File: src/sv/imufrp_pkg.sv
// Shared types and constants of the IMU frame receiver and publisher.
package imufrp_pkg;

    // Frame layout
    localparam logic [7:0] HDR_BYTE   = 8'h55;
    localparam logic [7:0] TYPE_GYRO  = 8'h52;
    localparam logic [7:0] TYPE_ANGLE = 8'h53;
    localparam logic [3:0] FRAME_LAST = 4'd10;   // position of the checksum byte
    localparam int         PAYLOAD_LEN = 6;

    // Axis scaling: raw * scale / 32768, truncated toward zero
    localparam int SCALE_SHIFT = 15;
    localparam int PROD_W      = 28;
    localparam logic signed [PROD_W-1:0] GYRO_SCALE  = 28'sd2000;
    localparam logic signed [PROD_W-1:0] ANGLE_SCALE = 28'sd180;
    localparam logic signed [PROD_W-1:0] ROUND_BIAS  = 28'sd32767;

    // Field widths
    localparam int GYRO_W  = 12;
    localparam int ANGLE_W = 9;
    localparam int CFG_W   = 16;
    localparam int COUNT_W = 16;

    // Input word kinds
    localparam logic CMD_BYTE = 1'b0;
    localparam logic CMD_TICK = 1'b1;

    // Register indexes
    localparam logic [1:0] REG_STALE_TIMEOUT = 2'd0;
    localparam logic [1:0] REG_PUBLISH_PERIOD = 2'd1;
    localparam logic [1:0] REG_FAULT_PERIOD  = 2'd2;

    // Register reset values
    localparam logic [CFG_W-1:0] STALE_TIMEOUT_RST  = 16'd500;
    localparam logic [CFG_W-1:0] PUBLISH_PERIOD_RST = 16'd50;
    localparam logic [CFG_W-1:0] FAULT_PERIOD_RST   = 16'd200;

    // Fault codes
    localparam logic [1:0] FAULT_NONE     = 2'd0;
    localparam logic [1:0] FAULT_TIMEOUT  = 2'd1;
    localparam logic [1:0] FAULT_CHECKSUM = 2'd2;

    // What a finished frame hands to the publisher
    typedef struct packed {
        logic                           gyro_load;
        logic                           angle_load;
        logic                           sum_fault;
        logic [2:0][GYRO_W-1:0]         gyro;
        logic [2:0][ANGLE_W-1:0]        angle;
    } frame_update_t;

endpackage

File: src/sv/imufrp_parser.sv
// Byte collector: assembles 11-byte frames, checks the sum and scales the axes.
module imufrp_parser
(
    input  logic                    clk,
    input  logic                    rst_n,
    input  logic                    byte_en,
    input  logic [7:0]              byte_in,
    output imufrp_pkg::frame_update_t update
);

    logic [3:0] pos_reg;
    logic [3:0] pos_next;
    logic [7:0] sum_reg;
    logic [7:0] sum_next;
    logic [7:0] type_reg;
    logic [7:0] type_next;
    logic [7:0] payload_reg [imufrp_pkg::PAYLOAD_LEN];

    logic       idle_skip;
    logic       at_check;

    logic [2:0][imufrp_pkg::GYRO_W-1:0]  gyro_lane;
    logic [2:0][imufrp_pkg::ANGLE_W-1:0] angle_lane;
    logic                                gyro_load;
    logic                                angle_load;
    logic                                sum_fault;

    assign idle_skip = (pos_reg == 4'd0) && (byte_in != imufrp_pkg::HDR_BYTE);
    assign at_check  = (pos_reg == imufrp_pkg::FRAME_LAST);

    // Position, running sum and type byte
    always_comb
    begin
        pos_next  = pos_reg;
        sum_next  = sum_reg;
        type_next = type_reg;
        if (byte_en && !idle_skip)
        begin
            if (at_check)
            begin
                pos_next = 4'd0;
            end
            else
            begin
                sum_next = ((pos_reg == 4'd0) ? 8'd0 : sum_reg) + byte_in;
                if (pos_reg == 4'd1)
                begin
                    type_next = byte_in;
                end
                pos_next = pos_reg + 4'd1;
            end
        end
    end

    always_ff @(posedge clk or negedge rst_n)
    begin
        if (!rst_n)
        begin
            pos_reg  <= '0;
            sum_reg  <= '0;
            type_reg <= '0;
        end
        else
        begin
            pos_reg  <= pos_next;
            sum_reg  <= sum_next;
            type_reg <= type_next;
        end
    end

    // Payload bytes, positions 2 to 7
    always_ff @(posedge clk)
    begin
        for (int k = 0; k < imufrp_pkg::PAYLOAD_LEN; k++)
        begin
            if (byte_en && (pos_reg == 4'(k + 2)))
            begin
                payload_reg[k] <= byte_in;
            end
        end
    end

    // Axis scaling, one lane per axis
    for (genvar k = 0; k < 3; k++)
    begin : g_axis
        logic signed [15:0]                    raw;
        logic signed [imufrp_pkg::PROD_W-1:0]  gyro_prod;
        logic signed [imufrp_pkg::PROD_W-1:0]  angle_prod;
        logic signed [imufrp_pkg::PROD_W-1:0]  gyro_adj;
        logic signed [imufrp_pkg::PROD_W-1:0]  angle_adj;
        logic signed [imufrp_pkg::PROD_W-1:0]  gyro_q;
        logic signed [imufrp_pkg::PROD_W-1:0]  angle_q;

        assign raw        = {payload_reg[2*k+1], payload_reg[2*k]};
        assign gyro_prod  = imufrp_pkg::PROD_W'(raw) * imufrp_pkg::GYRO_SCALE;
        assign angle_prod = imufrp_pkg::PROD_W'(raw) * imufrp_pkg::ANGLE_SCALE;
        // bias negatives so the arithmetic shift truncates toward zero
        assign gyro_adj   = gyro_prod + (gyro_prod[imufrp_pkg::PROD_W-1] ?
                                         imufrp_pkg::ROUND_BIAS : '0);
        assign angle_adj  = angle_prod + (angle_prod[imufrp_pkg::PROD_W-1] ?
                                          imufrp_pkg::ROUND_BIAS : '0);
        assign gyro_q     = gyro_adj >>> imufrp_pkg::SCALE_SHIFT;
        assign angle_q    = angle_adj >>> imufrp_pkg::SCALE_SHIFT;
        assign gyro_lane[k]  = gyro_q[imufrp_pkg::GYRO_W-1:0];
        assign angle_lane[k] = angle_q[imufrp_pkg::ANGLE_W-1:0];
    end

    // Frame completion
    always_comb
    begin
        gyro_load  = 1'b0;
        angle_load = 1'b0;
        sum_fault  = 1'b0;
        if (byte_en && at_check)
        begin
            if (sum_reg != byte_in)
            begin
                sum_fault = 1'b1;
            end
            else
            begin
                gyro_load  = (type_reg == imufrp_pkg::TYPE_GYRO);
                angle_load = (type_reg == imufrp_pkg::TYPE_ANGLE);
            end
        end
    end

    assign update = {gyro_load, angle_load, sum_fault, gyro_lane, angle_lane};

endmodule

File: src/sv/imu_frame_receiver_publisher.sv
// Top level: input register, reading ages, publish decision and output register.
//
// Accepts one word per clock: tuser = 0 carries a received byte in tdata[7:0],
// tuser = 1 is a one-millisecond tick. A tick that publishes puts one sample
// word on the master side by way of the input register and then the state
// update that loads the output register; bytes never produce a word. Sustained
// rate is one input word per cycle as long as the sink takes samples; while a
// sample waits in the output register, bytes still flow and only a following
// tick is held. Frames are 11 bytes starting with 0x55; gyro (0x52) and angle
// (0x53) frames with a good sum update the readings, a bad sum flags a checksum
// fault that fault samples report until the next valid sample clears it.
// Register writes (index 0 stale timeout, 1 publish period, 2 fault period)
// take effect at once and belong to idle periods.
module imu_frame_receiver_publisher
#(
    parameter int AGE_BITS = 16
)
(
    input  logic        clk,
    input  logic        rst_n,
    // input words
    input  logic        s_tvalid,
    output logic        s_tready,
    input  logic [7:0]  s_tdata,   // [7:0] rx_byte
    input  logic        s_tuser,   // [0] cmd
    // published samples
    output logic        m_tvalid,
    input  logic        m_tready,
    output logic [79:0] m_tdata,   // [15:0] sample_number, [27:16] gyro_x, [39:28] gyro_y,
                                   // [51:40] gyro_z, [60:52] roll_angle,
                                   // [69:61] pitch_angle, [78:70] yaw_deg, [79] zero
    output logic [2:0]  m_tuser,   // [0] sample_valid, [2:1] fault_code
    // configuration
    input  logic        cfg_we,
    input  logic [1:0]  cfg_index,
    input  logic [15:0] cfg_data
);

    localparam int CMP_W = (AGE_BITS > imufrp_pkg::CFG_W) ? AGE_BITS : imufrp_pkg::CFG_W;
    localparam logic [AGE_BITS-1:0] AGE_MAX = '1;

    // Configuration registers
    logic [imufrp_pkg::CFG_W-1:0] stale_timeout_reg;
    logic [imufrp_pkg::CFG_W-1:0] publish_period_reg;
    logic [imufrp_pkg::CFG_W-1:0] fault_period_reg;

    always_ff @(posedge clk or negedge rst_n)
    begin
        if (!rst_n)
        begin
            stale_timeout_reg  <= imufrp_pkg::STALE_TIMEOUT_RST;
            publish_period_reg <= imufrp_pkg::PUBLISH_PERIOD_RST;
            fault_period_reg   <= imufrp_pkg::FAULT_PERIOD_RST;
        end
        else if (cfg_we)
        begin
            unique case (cfg_index)
                imufrp_pkg::REG_STALE_TIMEOUT:  stale_timeout_reg  <= cfg_data;
                imufrp_pkg::REG_PUBLISH_PERIOD: publish_period_reg <= cfg_data;
                imufrp_pkg::REG_FAULT_PERIOD:   fault_period_reg   <= cfg_data;
                default:                        ;
            endcase
        end
    end

    // Input register
    logic       in_valid_reg;
    logic       in_cmd_reg;
    logic [7:0] in_byte_reg;
    logic       out_valid_reg;
    logic       advance;
    logic       byte_go;
    logic       tick_go;

    assign advance  = in_valid_reg &&
                      ((in_cmd_reg == imufrp_pkg::CMD_BYTE) || !out_valid_reg || m_tready);
    assign s_tready = !in_valid_reg || advance;
    assign byte_go  = advance && (in_cmd_reg == imufrp_pkg::CMD_BYTE);
    assign tick_go  = advance && (in_cmd_reg == imufrp_pkg::CMD_TICK);

    always_ff @(posedge clk or negedge rst_n)
    begin
        if (!rst_n)
        begin
            in_valid_reg <= 1'b0;
        end
        else if (s_tvalid && s_tready)
        begin
            in_valid_reg <= 1'b1;
        end
        else if (advance)
        begin
            in_valid_reg <= 1'b0;
        end
    end

    always_ff @(posedge clk)
    begin
        if (s_tvalid && s_tready)
        begin
            in_cmd_reg  <= s_tuser;
            in_byte_reg <= s_tdata;
        end
    end

    // Frame parser
    imufrp_pkg::frame_update_t upd;

    imufrp_parser u_parser
    (
        .clk     (clk),
        .rst_n   (rst_n),
        .byte_en (byte_go),
        .byte_in (in_byte_reg),
        .update  (upd)
    );

    // Reading and publish state
    logic [2:0][imufrp_pkg::GYRO_W-1:0]  gyro_axes_reg;
    logic [2:0][imufrp_pkg::ANGLE_W-1:0] angle_axes_reg;
    logic                                gyro_seen_reg;
    logic                                angle_seen_reg;
    logic [AGE_BITS-1:0]                 gyro_age_reg;
    logic [AGE_BITS-1:0]                 angle_age_reg;
    logic [AGE_BITS-1:0]                 publish_age_reg;
    logic                                published_once_reg;
    logic                                checksum_fault_reg;
    logic [imufrp_pkg::COUNT_W-1:0]      sample_count_reg;

    // Tick evaluation on the incremented ages
    logic [AGE_BITS-1:0]              gyro_age_inc;
    logic [AGE_BITS-1:0]              angle_age_inc;
    logic [AGE_BITS-1:0]              publish_age_inc;
    logic                             fresh;
    logic [imufrp_pkg::CFG_W-1:0]     period;
    logic                             publish;

    assign gyro_age_inc    = (gyro_age_reg == AGE_MAX) ? gyro_age_reg
                                                       : gyro_age_reg + AGE_BITS'(1);
    assign angle_age_inc   = (angle_age_reg == AGE_MAX) ? angle_age_reg
                                                        : angle_age_reg + AGE_BITS'(1);
    assign publish_age_inc = (publish_age_reg == AGE_MAX) ? publish_age_reg
                                                          : publish_age_reg + AGE_BITS'(1);
    assign fresh   = gyro_seen_reg && angle_seen_reg &&
                     (CMP_W'(gyro_age_inc) < CMP_W'(stale_timeout_reg)) &&
                     (CMP_W'(angle_age_inc) < CMP_W'(stale_timeout_reg));
    assign period  = fresh ? publish_period_reg : fault_period_reg;
    assign publish = tick_go &&
                     (!published_once_reg || (CMP_W'(publish_age_inc) >= CMP_W'(period)));

    always_ff @(posedge clk or negedge rst_n)
    begin
        if (!rst_n)
        begin
            gyro_axes_reg      <= '0;
            angle_axes_reg     <= '0;
            gyro_seen_reg      <= 1'b0;
            angle_seen_reg     <= 1'b0;
            gyro_age_reg       <= AGE_MAX;
            angle_age_reg      <= AGE_MAX;
            publish_age_reg    <= '0;
            published_once_reg <= 1'b0;
            checksum_fault_reg <= 1'b0;
            sample_count_reg   <= '0;
        end
        else
        begin
            // finished frames
            if (upd.gyro_load)
            begin
                gyro_axes_reg <= upd.gyro;
                gyro_age_reg  <= '0;
                gyro_seen_reg <= 1'b1;
            end
            if (upd.angle_load)
            begin
                angle_axes_reg <= upd.angle;
                angle_age_reg  <= '0;
                angle_seen_reg <= 1'b1;
            end
            if (upd.sum_fault)
            begin
                checksum_fault_reg <= 1'b1;
            end
            // ticks
            if (tick_go)
            begin
                gyro_age_reg  <= gyro_age_inc;
                angle_age_reg <= angle_age_inc;
                if (publish)
                begin
                    publish_age_reg    <= '0;
                    published_once_reg <= 1'b1;
                    sample_count_reg   <= sample_count_reg + imufrp_pkg::COUNT_W'(1);
                    if (fresh)
                    begin
                        checksum_fault_reg <= 1'b0;
                    end
                end
                else
                begin
                    publish_age_reg <= publish_age_inc;
                end
            end
        end
    end

    // Output register
    logic [79:0] out_data_reg;
    logic [2:0]  out_user_reg;

    always_ff @(posedge clk or negedge rst_n)
    begin
        if (!rst_n)
        begin
            out_valid_reg <= 1'b0;
        end
        else if (publish)
        begin
            out_valid_reg <= 1'b1;
        end
        else if (m_tready)
        begin
            out_valid_reg <= 1'b0;
        end
    end

    always_ff @(posedge clk)
    begin
        if (publish)
        begin
            if (fresh)
            begin
                out_data_reg <= {1'b0,
                                 angle_axes_reg[2], angle_axes_reg[1], angle_axes_reg[0],
                                 gyro_axes_reg[2], gyro_axes_reg[1], gyro_axes_reg[0],
                                 sample_count_reg};
                out_user_reg <= {imufrp_pkg::FAULT_NONE, 1'b1};
            end
            else
            begin
                out_data_reg <= {64'd0, sample_count_reg};
                out_user_reg <= {(checksum_fault_reg ? imufrp_pkg::FAULT_CHECKSUM
                                                     : imufrp_pkg::FAULT_TIMEOUT), 1'b0};
            end
        end
    end

    assign m_tvalid = out_valid_reg;
    assign m_tdata  = out_data_reg;
    assign m_tuser  = out_user_reg;

endmodule

File: config.mk
export PLATFORM = sky130hd
export DESIGN_NAME = imu_frame_receiver_publisher
export DESIGN_NICKNAME = d
export VERILOG_FILES = /design/src/sv/imufrp_pkg.sv /design/src/sv/imufrp_parser.sv /design/src/sv/imu_frame_receiver_publisher.sv
export SDC_FILE = /design/constraint.sdc
export NUM_CORES = 1
export LEC_CHECK = 0
export BUFFER_PORTS_ARGS = -buffer_cell sky130_fd_sc_hd__clkbuf_2
export CORE_MARGIN = 2
export CORE_UTILIZATION = 44
export DETAILED_ROUTE_END_ITERATION = 6
export PLACE_DENSITY = 0.62
export SLEW_MARGIN = 0
export SYNTH_ARGS = -nofsm -noshare
export SYNTH_HDL_FRONTEND = slang
export SYNTH_HIERARCHICAL = 1
export SYNTH_SLANG_ARGS = --single-unit
File: constraint.sdc
create_clock -name clk -period 11.24 [get_ports clk]
set_input_delay 2.248 -clock clk [delete_from_list [all_inputs] [get_ports clk]]
set_output_delay 2.248 -clock clk [all_outputs]
set_load 0.01 [all_outputs]
; After elaboration in Yosys (flattened, before gate mapping)
; Memories as Yosys holds them, arrays and structs flattened.
; Cells that the tools add are included.
[classes]
n_addsub = 12
n_mul = 6
magnitude_cmp = 3
n_eq_ne = 17
n_mux = 60
n_bitwise = 2
reduce_logical = 42
[op_table]
columns = op, count
row1 = $mux 16, 9
row2 = $mux 15, 6
row3 = $add 27x27->27, 3
row4 = $add 24x24->24, 3
row5 = $mul 16x8->24 const B, 3
row6 = $mul 16x7->23 const B, 3
row7 = $add 16x1->16 const B, 4
row8 = $eq 16x16->1 const B, 3
row9 = $mux 8, 6
row10 = $reduce_or 8->1, 5
row11 = $lt 16x16->1, 2
row12 = $mux 1, 32
row13 = $logic_and 1x1->1, 17
row14 = $eq 4x3->1 const B, 4
row15 = $eq 8x7->1 const B, 2
row16 = $ge 16x16->1, 1
row17 = $mux 3, 5
row18 = $reduce_and 2->1, 5
row19 = $add 8x8->8, 1
row20 = $eq 4x2->1 const B, 2
row21 = $ne 8x7->1 const B, 1
row22 = $ne 8x8->1, 1
row23 = $reduce_bool 2->1, 4
row24 = $add 4x1->4 const B, 1
row25 = 12 further kinds, 19
[totals]
regBits = 293
mem_bits_rw = 48
inputBits = 32
out_inout_bits = 85
elab_cells = 171
mem_count = 1
[mem_list]
columns = memory, words, width, read_ports, rd_ports_with_merged_regs, write_ports, line_no
row1 = u_parser.payload_reg, 6, 8, 6, 0, 1, imufrp_parser.sv:17  ; logic [7:0] payload_reg [imufrp_pkg::PAYLOAD_LEN];

; Logic depth before layout (Yosys ltp)
; Gate-level depths: netlist of run 1.
[depth]
ltp_word = 14
depth_mapped = 28
depth_no_buf = 27

; Hierarchy
; The synthesis of run 1 kept the hierarchy.
[by_module_without_submodules]
columns = mod, n_inst, cells_each, area_each_um2, seq_area_each_um2
row1 = imufrp_parser, 1, 2336, 20872.5, 1941.9
row2 = imu_frame_receiver_publisher, 1, 996, 12548.3, 7317.0

; Worst setup path before layout of run 1
; No wires, ideal clock.
[synth_timing]
path_kind = register -> register
startpoint = reg angle_age_reg[4]
endpoint = reg sample_count_reg[11] in the netlist's numbering
arrival_ns = 7.806
required_time_ns = 11.109
setup_slack_ns = 3.303
stages_incl_launch_ff = 22
n_path_buf = 4
synth_period_minus_slack_ns = 7.937
cell_sequence = dfstp_2 > buf_2 > nand4_4 > or4_1 > or3_1 > nand3_1 > ha_1 > a2111oi_0 > o21ai_0 > a211o_1 > a2111oi_2 > buf_4 > buf_8 > mux2i_1 > ha_1 > a211oi_1 > o21ai_0 > nor2_1 > a211oi_1 > clkbuf_1 > nand4_1 > xnor2_1
[synth_via]
elab_chain_len = 9
word_cells_on_any_way = 10
[synth_rtl]
columns = element, line_no
row1 = start: declaration, imu_frame_receiver_publisher.sv:124  ; logic [AGE_BITS-1:0] angle_age_reg;
row2 = start signal: assignment, imu_frame_receiver_publisher.sv:189  ; angle_age_reg <= angle_age_inc;
row3 = $add 16x1->16 / $eq 16x16->1 (equally long branches), "imu_frame_receiver_publisher.sv:141, imu_frame_receiver_publisher.sv:140"
row4 = $mux 16 (*), imu_frame_receiver_publisher.sv:140  ; assign angle_age_inc = (angle_age_reg == AGE_MAX) ? angle_age_reg
row5 = $lt 16x16->1 (*), imu_frame_receiver_publisher.sv:146  ; (CMP_W'(angle_age_inc) < CMP_W'(stale_timeout_reg));
row6 = $logic_and 1x1->1 (*), imu_frame_receiver_publisher.sv:145  ; (CMP_W'(gyro_age_inc) < CMP_W'(stale_timeout_reg)) &&
row7 = $mux 16 (*), imu_frame_receiver_publisher.sv:147  ; assign period = fresh ? publish_period_reg : fault_period_reg;
row8 = $ge 16x16->1 (*), imu_frame_receiver_publisher.sv:149  ; (!published_once_reg || (CMP_W'(publish_age_inc) >= CMP_W'(period)));
row9 = $logic_or 1x1->1 (*), imu_frame_receiver_publisher.sv:149
row10 = $logic_and 1x1->1 (*), imu_frame_receiver_publisher.sv:148  ; assign publish = tick_go &&
row11 = via publish, imu_frame_receiver_publisher.sv:136  ; logic publish;
row12 = $reduce_and 2->1 (no source line) (*), --
row13 = end signal: assignment, imu_frame_receiver_publisher.sv:194  ; sample_count_reg <= sample_count_reg + imufrp_pkg::COUNT_W'(1);
row14 = end: declaration, imu_frame_receiver_publisher.sv:128  ; logic [imufrp_pkg::COUNT_W-1:0] sample_count_reg;
; Mark *: on every way through the listed nets, which the timed path passes. The rest lies on a longest branch.
; A chain may end at the register's enable or synchronous reset.

==> impl_metrics.tcl, run 1 <==
set metrics [dict create \
    syn-num-nets 4029 \
    worstSetupStartpointType "register" \
    hold_class "register to register" \
    yosysSeqAreaShare 0.277 \
    dp_hpwl_mm 58.7 \
    synth_cell_types 99 \
    ant_nets 0 \
    drt-wirelength-per-cell_microns 16.7 \
    rsz0062_at_grt "no" \
    drv_cap 0 \
    ys_ff_latch 340 \
    crit_family "simple AND/OR/NAND/NOR gates" \
    grt.overflow.total 0 \
    status "finished, final reports clean" \
    crit_type "register to register" \
    synthArstFlopShare 0.591 \
    power_leakage_nw 17.6 \
    drive_gt1_frac 0.115 \
    clk_pin_slew_worst_paths_ns 0.07 \
    syn_inst 3332 \
    holdBufCountCts 0 \
    max_slew_margin 0.198 \
    cts_buffer_depth 3 \
    yosys_warnings 6 \
    power_density_nw_per_um2 164 \
    gr-usage-all-layers 0.195 \
    cts-resized-gates 0 \
    arrival_ns 8.49 \
    multiInputGateArea_sq_um 21600 \
    cp.required_ns 11.73 \
    grt_max_degree 75 \
    setup_violations 0 \
    cpMaxStageDelayCell "xnor2_1" \
    n_antenna_cell 0 \
    holdPathStages 1 \
    dpl_worst_slack_ns 3.23 \
    seqCellArea_sq_um 9260 \
    postCtsSetupBuffers 0 \
    dr_total_vias 23504 \
    crit_start "u_parser/payload_reg[5][7]" \
    initial_utilization 0.442 \
    io_buffers 115 \
    path_cells "ha_1 > inv_1 > ha_1 > inv_1 > fa_1 > fa_1 > inv_1 > ha_1 > and3_1 > a221o_1 > a41o_1 > nor4_1 > nor2_1 > xnor2_1 > ha_1 > nor2_1 > o2bb2ai_1 > or4_1 > or4_1 > o211ai_1 > and4_1 > nand4_1 > xnor2_1 > mux2_2" \
    fill_cells 7139 \
    io_pins 117 \
    insertion_delay_ns 0.60 \
    max_freq_mhz 125 \
    largest_reg_flops 79 \
    avgSynthCellArea_sq_um 10.0 \
    worstPathMaxFanout 16 \
    htree_num_levels 2 \
    crit_top_cell "ha_1" \
    end_kind "register" \
    viasPerCell 5.28 \
    worst-r2r-cell-count 24 \
    cts-root-buf "clkbuf_16" \
    cts_tree "done" \
    fin_ws_ns 3.23 \
    cts_made_buffers 41 \
    clock_sinks 340 \
    synth_edf_count 139 \
    period_share 0.712 \
    drt_iter0_markers 1126 \
    slew_violations 0 \
    die_w_microns 280 \
    crit_buf_inv 3 \
    syn_area_sq_um 33400 \
    syn2layout_area_growth_pct 9.24 \
    ir_drop_mv 0.102 \
    finClkSkew_ns 0.0465 \
    wirelength_mm 74.5 \
    worstMarginPinSlew_ns 1.20 \
    max_stage_delay_ns 0.82 \
    gp_congestion 0.855 \
    die_area_sq_um 78200 \
    grt_pass1_wl_mm 124 \
    ys.flop_type "dfrtp_1" \
    die_y_microns 280 \
    setup_tns_ns 0 \
    crit_cells 24 \
    hold_start "gyro_seen_reg" \
    grt_pass1_vias 23579 \
    nNetsFinal 4140 \
    core_area_sq_um 75600 \
    post-route-min-period_ns 8.01 \
    drcViolationCount 0 \
    grt_antenna_before_repair 0 \
    firstDrtPassIters 5 \
    final_hold_viol_count 0 \
    r2r_start "u_parser/payload_reg[5][7]" \
    num_rows 101 \
]
[power breakdown]
group / switching [mW] / leakage [nW] / internal (mW)
combinational: 1.77 / 13.1 / 1.28
sequential: 0.110 / 3.80 / 1.41
clock: 0.590 / 0.666 / 0.824
[layout make-up]
cell class                      count  share of cell area
Clock inverter                     29              0.0105
Inverter                          608              0.0625
Multi-Input combinational cell   2323               0.592
Tap cell                          978              0.0335
Sequential cell                   340               0.254
Clock buffer                       47              0.0287
Timing Repair Buffer              129              0.0189
[kinds of logic (layout without fill, tap and decap cells)]
kind of cell             Yosys count  after routing  share of synthesized area
XOR/XNOR                         230            230                     0.0607
other                              1              1                   0.000112
multiplexers                     138            138                     0.0454
buffers and inverters            669            813                     0.0773
adder cells (fa/ha/maj)          665            665                      0.304
AND/OR/NAND/NOR                  713            713                      0.117
AO/OA/AOI/OAI                    576            576                      0.118
flip-flops                       340            340                      0.277
[cells in the final DEF, fill, tap and decap left out, types with 10 or more instances in the layout]
master and count:
a211oi_1 32, o31ai_1 19, mux2i_1 28, or2_2 15, nor2b_1 38, a21oi_1 126, ha_1 419, nor3_1 52
nand4_1 45, xor2_1 85, or3_1 21, nor4_1 16, nand2b_1 23, and3_1 30, edfxtp_1 139, a22o_1 15
a31oi_1 21, inv_1 608, o21bai_1 17, nand2_1 123, a21o_1 69, o211ai_1 24, nor2_1 132, fa_1 246
nand3_1 68, or4_1 11, nand3b_1 10, xnor2_1 144, o21a_1 37, and4_1 11, mux2_2 109, o21ai_0 105
a211o_1 11, dfstp_2 44, dfrtp_1 157, buf_4 14, and2_1 75, clkbuf_16 41, clkbuf_2 114
[per-layer routing]
| metal | GRT usage | vias up | share of wire |
|---|---|---|---|
| li1 | - | 11645 | - |
| met1 | 0.274 | 11522 | 0.49 |
| met2 | 0.327 | 264 | 0.47 |
| met3 | 0.0201 | 73 | 0.026 |
| met4 | 0.0373 | 0 | 0.016 |
| met5 | 0 | - | 0 |
[Yosys cell counts (16+ instances only)]
library cell / n / area (sq um)
edfxtp_1: 139 / 4170
a211oi_1: 33 / 248
mux2i_1: 28 / 280
nor3_1: 52 / 260
fa_1: 246 / 4920
and3_1: 30 / 188
clkbuf_1: 32 / 120
and2_1: 76 / 475
inv_1: 608 / 2280
o31ai_1: 19 / 143
o21ai_0: 105 / 526
o211ai_1: 24 / 180
mux2_2: 109 / 1230
nor4_1: 16 / 100
nand2_1: 123 / 462
nand3_1: 69 / 345
ha_1: 419 / 5240
o21bai_1: 17 / 128
nor2_1: 132 / 495
nand4_1: 45 / 282
dfstp_2: 44 / 1160
or3_1: 21 / 131
nor2b_1: 39 / 244
o21a_1: 37 / 278
a31oi_1: 21 / 131
a21oi_1: 126 / 631
xor2_1: 85 / 744
a21o_1: 69 / 518
xnor2_1: 144 / 1260
nand2b_1: 23 / 144
dfrtp_1: 157 / 3930
[path summary, 6_finish.rpt]
path / to / slack (ns)
worst min register to register: gyro_seen_reg / 0.47
min in group asynchronous: published_once_reg / 1.64
worst max register to register: angle_axes_reg[26] / 3.23
max in group asynchronous: angle_axes_reg[5] / 7.37
worst max-delay path: angle_axes_reg[26] / 3.23
worst min-delay path: gyro_seen_reg / 0.47
[metrics by stage]
step | area, sq um | std cells | power, mW | util | hold WS (ns)
after floorplan | 33400 | 3332 | 3.93 | - | 0.423
after global placement | 35100 | 4378 | 4.56 | 0.464 | 0.452
after detailed placement | 35100 | 4378 | 4.58 | 0.464 | 0.458
after CTS | 36500 | 4454 | 6.05 | 0.483 | 0.473
after global routing | 36500 | 4454 | 6.52 | 0.483 | 0.495
final | 36500 | 4454 | 5.99 | 0.483 | 0.470
Power figures use the tool's default switching activity.
==> run 2, diff against run 1 <==
ABC_AREA = 1   (was default)
PLACE_DENSITY = 0.64   (was 0.62)
clock period = 7.2 ns   (was 11.24 ns; I/O delays follow)
==> run 2 against run 1 <==
Core utilization shrank 0.32 points. Fmax grew 27%. Flip-flop and latch count is the same. Worst setup slack lost 2.3 ns. Count of clock-buffer cells in the layout shrank 1. Largest cell class unchanged. Critical path type unchanged. Final cell count grew 34%. Combinational power grew to 3.1 times the previous value.
==> impl_metrics.tcl, run 2 <==
set metrics [dict create \
    grt_antenna_before_repair 1 \
    worstSetupStartpointType "register" \
    finish.utilization 0.480 \
    syn_area_sq_um 36800 \
    nNetsFinal 5559 \
    worst-r2r-cell-count 28 \
    period_share 0.873 \
    syn_inst 4740 \
    grt_pass1_wl_mm 148 \
    io_pins 117 \
    synth_cell_types 62 \
    clock_sinks 340 \
    slew_violations 0 \
    cpMaxStageDelayCell "edfxtp_1" \
    dp_hpwl_mm 71.9 \
    cts_made_buffers 41 \
    core_area_sq_um 83300 \
    drcViolationCount 0 \
    cts-root-buf "clkbuf_16" \
    synthArstFlopShare 0.591 \
    wirelength_mm 88.1 \
    fin_ws_ns 0.914 \
    max_slew_margin 0.161 \
    crit_top_cell "nand2_1" \
    initial_utilization 0.442 \
    synth_most_common_cell "nand2_1" \
    largest_reg_flops 79 \
    yosys-top-cells-area "ha_1, fa_1, edfxtp_1" \
    holdBufCountCts 0 \
    setup_tns_ns 0 \
    firstDrtPassIters 6 \
    synth.top_cell.area_share 0.142 \
    drt_iter0_markers 1644 \
    drive_gt1_frac 0.0805 \
    die_y_microns 293 \
    avgSynthCellArea_sq_um 7.77 \
    post-route-min-period_ns 6.29 \
    final_common_cell "nand2_1" \
    cts_tree "done" \
    dr_total_vias 29515 \
    worstPathMaxFanout 15 \
    ys.flop_type "dfrtp_1" \
    rsz0062_at_grt "no" \
    die_w_microns 293 \
    cts-resized-gates 0 \
    arrival_ns 6.74 \
    power_density_nw_per_um2 352 \
    finClkSkew_ns 0.0225 \
    yosysTopAreaCell "ha_1" \
    htree_num_levels 2 \
    dpl_worst_slack_ns 0.956 \
    syn-num-nets 5437 \
    syn2layout_area_growth_pct 8.57 \
    grt_max_degree 94 \
    max_freq_mhz 159 \
    postCtsSetupBuffers 0 \
    drt-wirelength-per-cell_microns 14.7 \
    yosys-top-cells-count "nand2_1, inv_1, ha_1" \
    hold_class "register to register" \
    insertion_delay_ns 0.60 \
    ys_ff_latch 340 \
    grt.overflow.total 0 \
    synth_edf_count 139 \
    ir_drop_mv 0.217 \
    grt_pass1_vias 29302 \
    end_kind "register" \
    fin_total_pwr_mw 14.1 \
    setup_violations 0 \
    yosysSeqAreaShare 0.252 \
    cts_buffer_depth 3 \
    clk_pin_slew_worst_paths_ns 0.06 \
    drv_cap 0 \
    final_cell_mix "nand2_1, inv_1, ha_1" \
    io_buffers 115 \
    gr-usage-all-layers 0.210 \
    worstMarginPinSlew_ns 1.25 \
    num_rows 106 \
    cp.required_ns 7.65 \
    crit_type "register to register" \
    die_area_sq_um 86000 \
    viasPerCell 4.94 \
    power_leakage_nw 20.6 \
    yosys_warnings 6 \
    max_stage_delay_ns 0.76 \
    ant_nets 0 \
    final_hold_viol_count 0 \
    status "finished, final reports clean" \
    gp_congestion 0.895 \
    holdPathStages 1 \
]
-- run 2: worst max-delay path, delay by kind of cell, from the launching register on --
kind / cells / cell delay (ns)
buffers and inverters: 6 / 0.64
AND/OR/NAND/NOR: 14 / 1.54
adder cells (fa/ha/maj): 6 / 2.84
flip-flops: 1 / 0.76
AO/OA/AOI/OAI: 2 / 0.33
-- run 2: area by class of cell --
class                           count  area, sq um
Fill cell                        8189        43300
Timing Repair Buffer              135          748
Clock inverter                     30          360
Antenna cell                        1         2.50
Clock buffer                       46         1050
Inverter                         1054         3960
Multi-Input combinational cell   3290        23200
Sequential cell                   340         9260
Tap cell                         1080         1350
-- run 2: metrics by stage --
| step | std cells | hold slack [ns] | cell area, sq um |
|---|---|---|---|
| 4_1_cts | 5975 | 0.473 | 40000 |
| 3_5_place_dp | 5899 | 0.454 | 38600 |
| 6_report | 5976 | 0.474 | 40000 |
| 5_1_grt | 5975 | 0.493 | 40000 |
| 2_1_floorplan | 4740 | 0.439 | 36800 |
| 3_3_place_gp | 5899 | 0.451 | 38600 |
-- run 2: final timing paths --
check                                      startpoint                 end  slack [ns]
setup / recovery           u_parser/payload_reg[3][7]   gyro_axes_reg[16]        0.91
hold / removal                     published_once_reg  published_once_reg        0.47
setup reg to reg           u_parser/payload_reg[3][7]   gyro_axes_reg[16]        0.91
hold reg to reg                    published_once_reg  published_once_reg        0.47
max in group asynchronous                       rst_n   gyro_axes_reg[17]        4.95
min in group asynchronous                       rst_n  publish_age_reg[3]        0.88
-- run 2: logic make-up (layout without fill, tap and decap cells) --
logic type / Yosys count / count (layout) / synth area share
flops: 340 / 340 / 0.252
compound gates: 563 / 563 / 0.0831
buf+inv: 1110 / 1265 / 0.118
xor+xnor: 158 / 158 / 0.0382
other cells: 1 / 2 / 0.000102
fa+ha+maj: 665 / 665 / 0.276
simple gates: 1902 / 1902 / 0.233
mux: 1 / 1 / 0.000306
-- run 2: power breakdown --
part           internal, mW  switching (mW)  total [mW]
Sequential             2.31           0.195        2.50
Clock                  1.26           0.911        2.17
Combinational          3.20            6.20        9.40
-- run 2: layer usage --
metal  share of wire  up-vias  global-route usage
li1                -    15154                   -
met1            0.47    13709               0.286
met2            0.45      522               0.348
met3           0.049      128              0.0318
met4           0.028        2              0.0605
met5         0.00015        -                   0
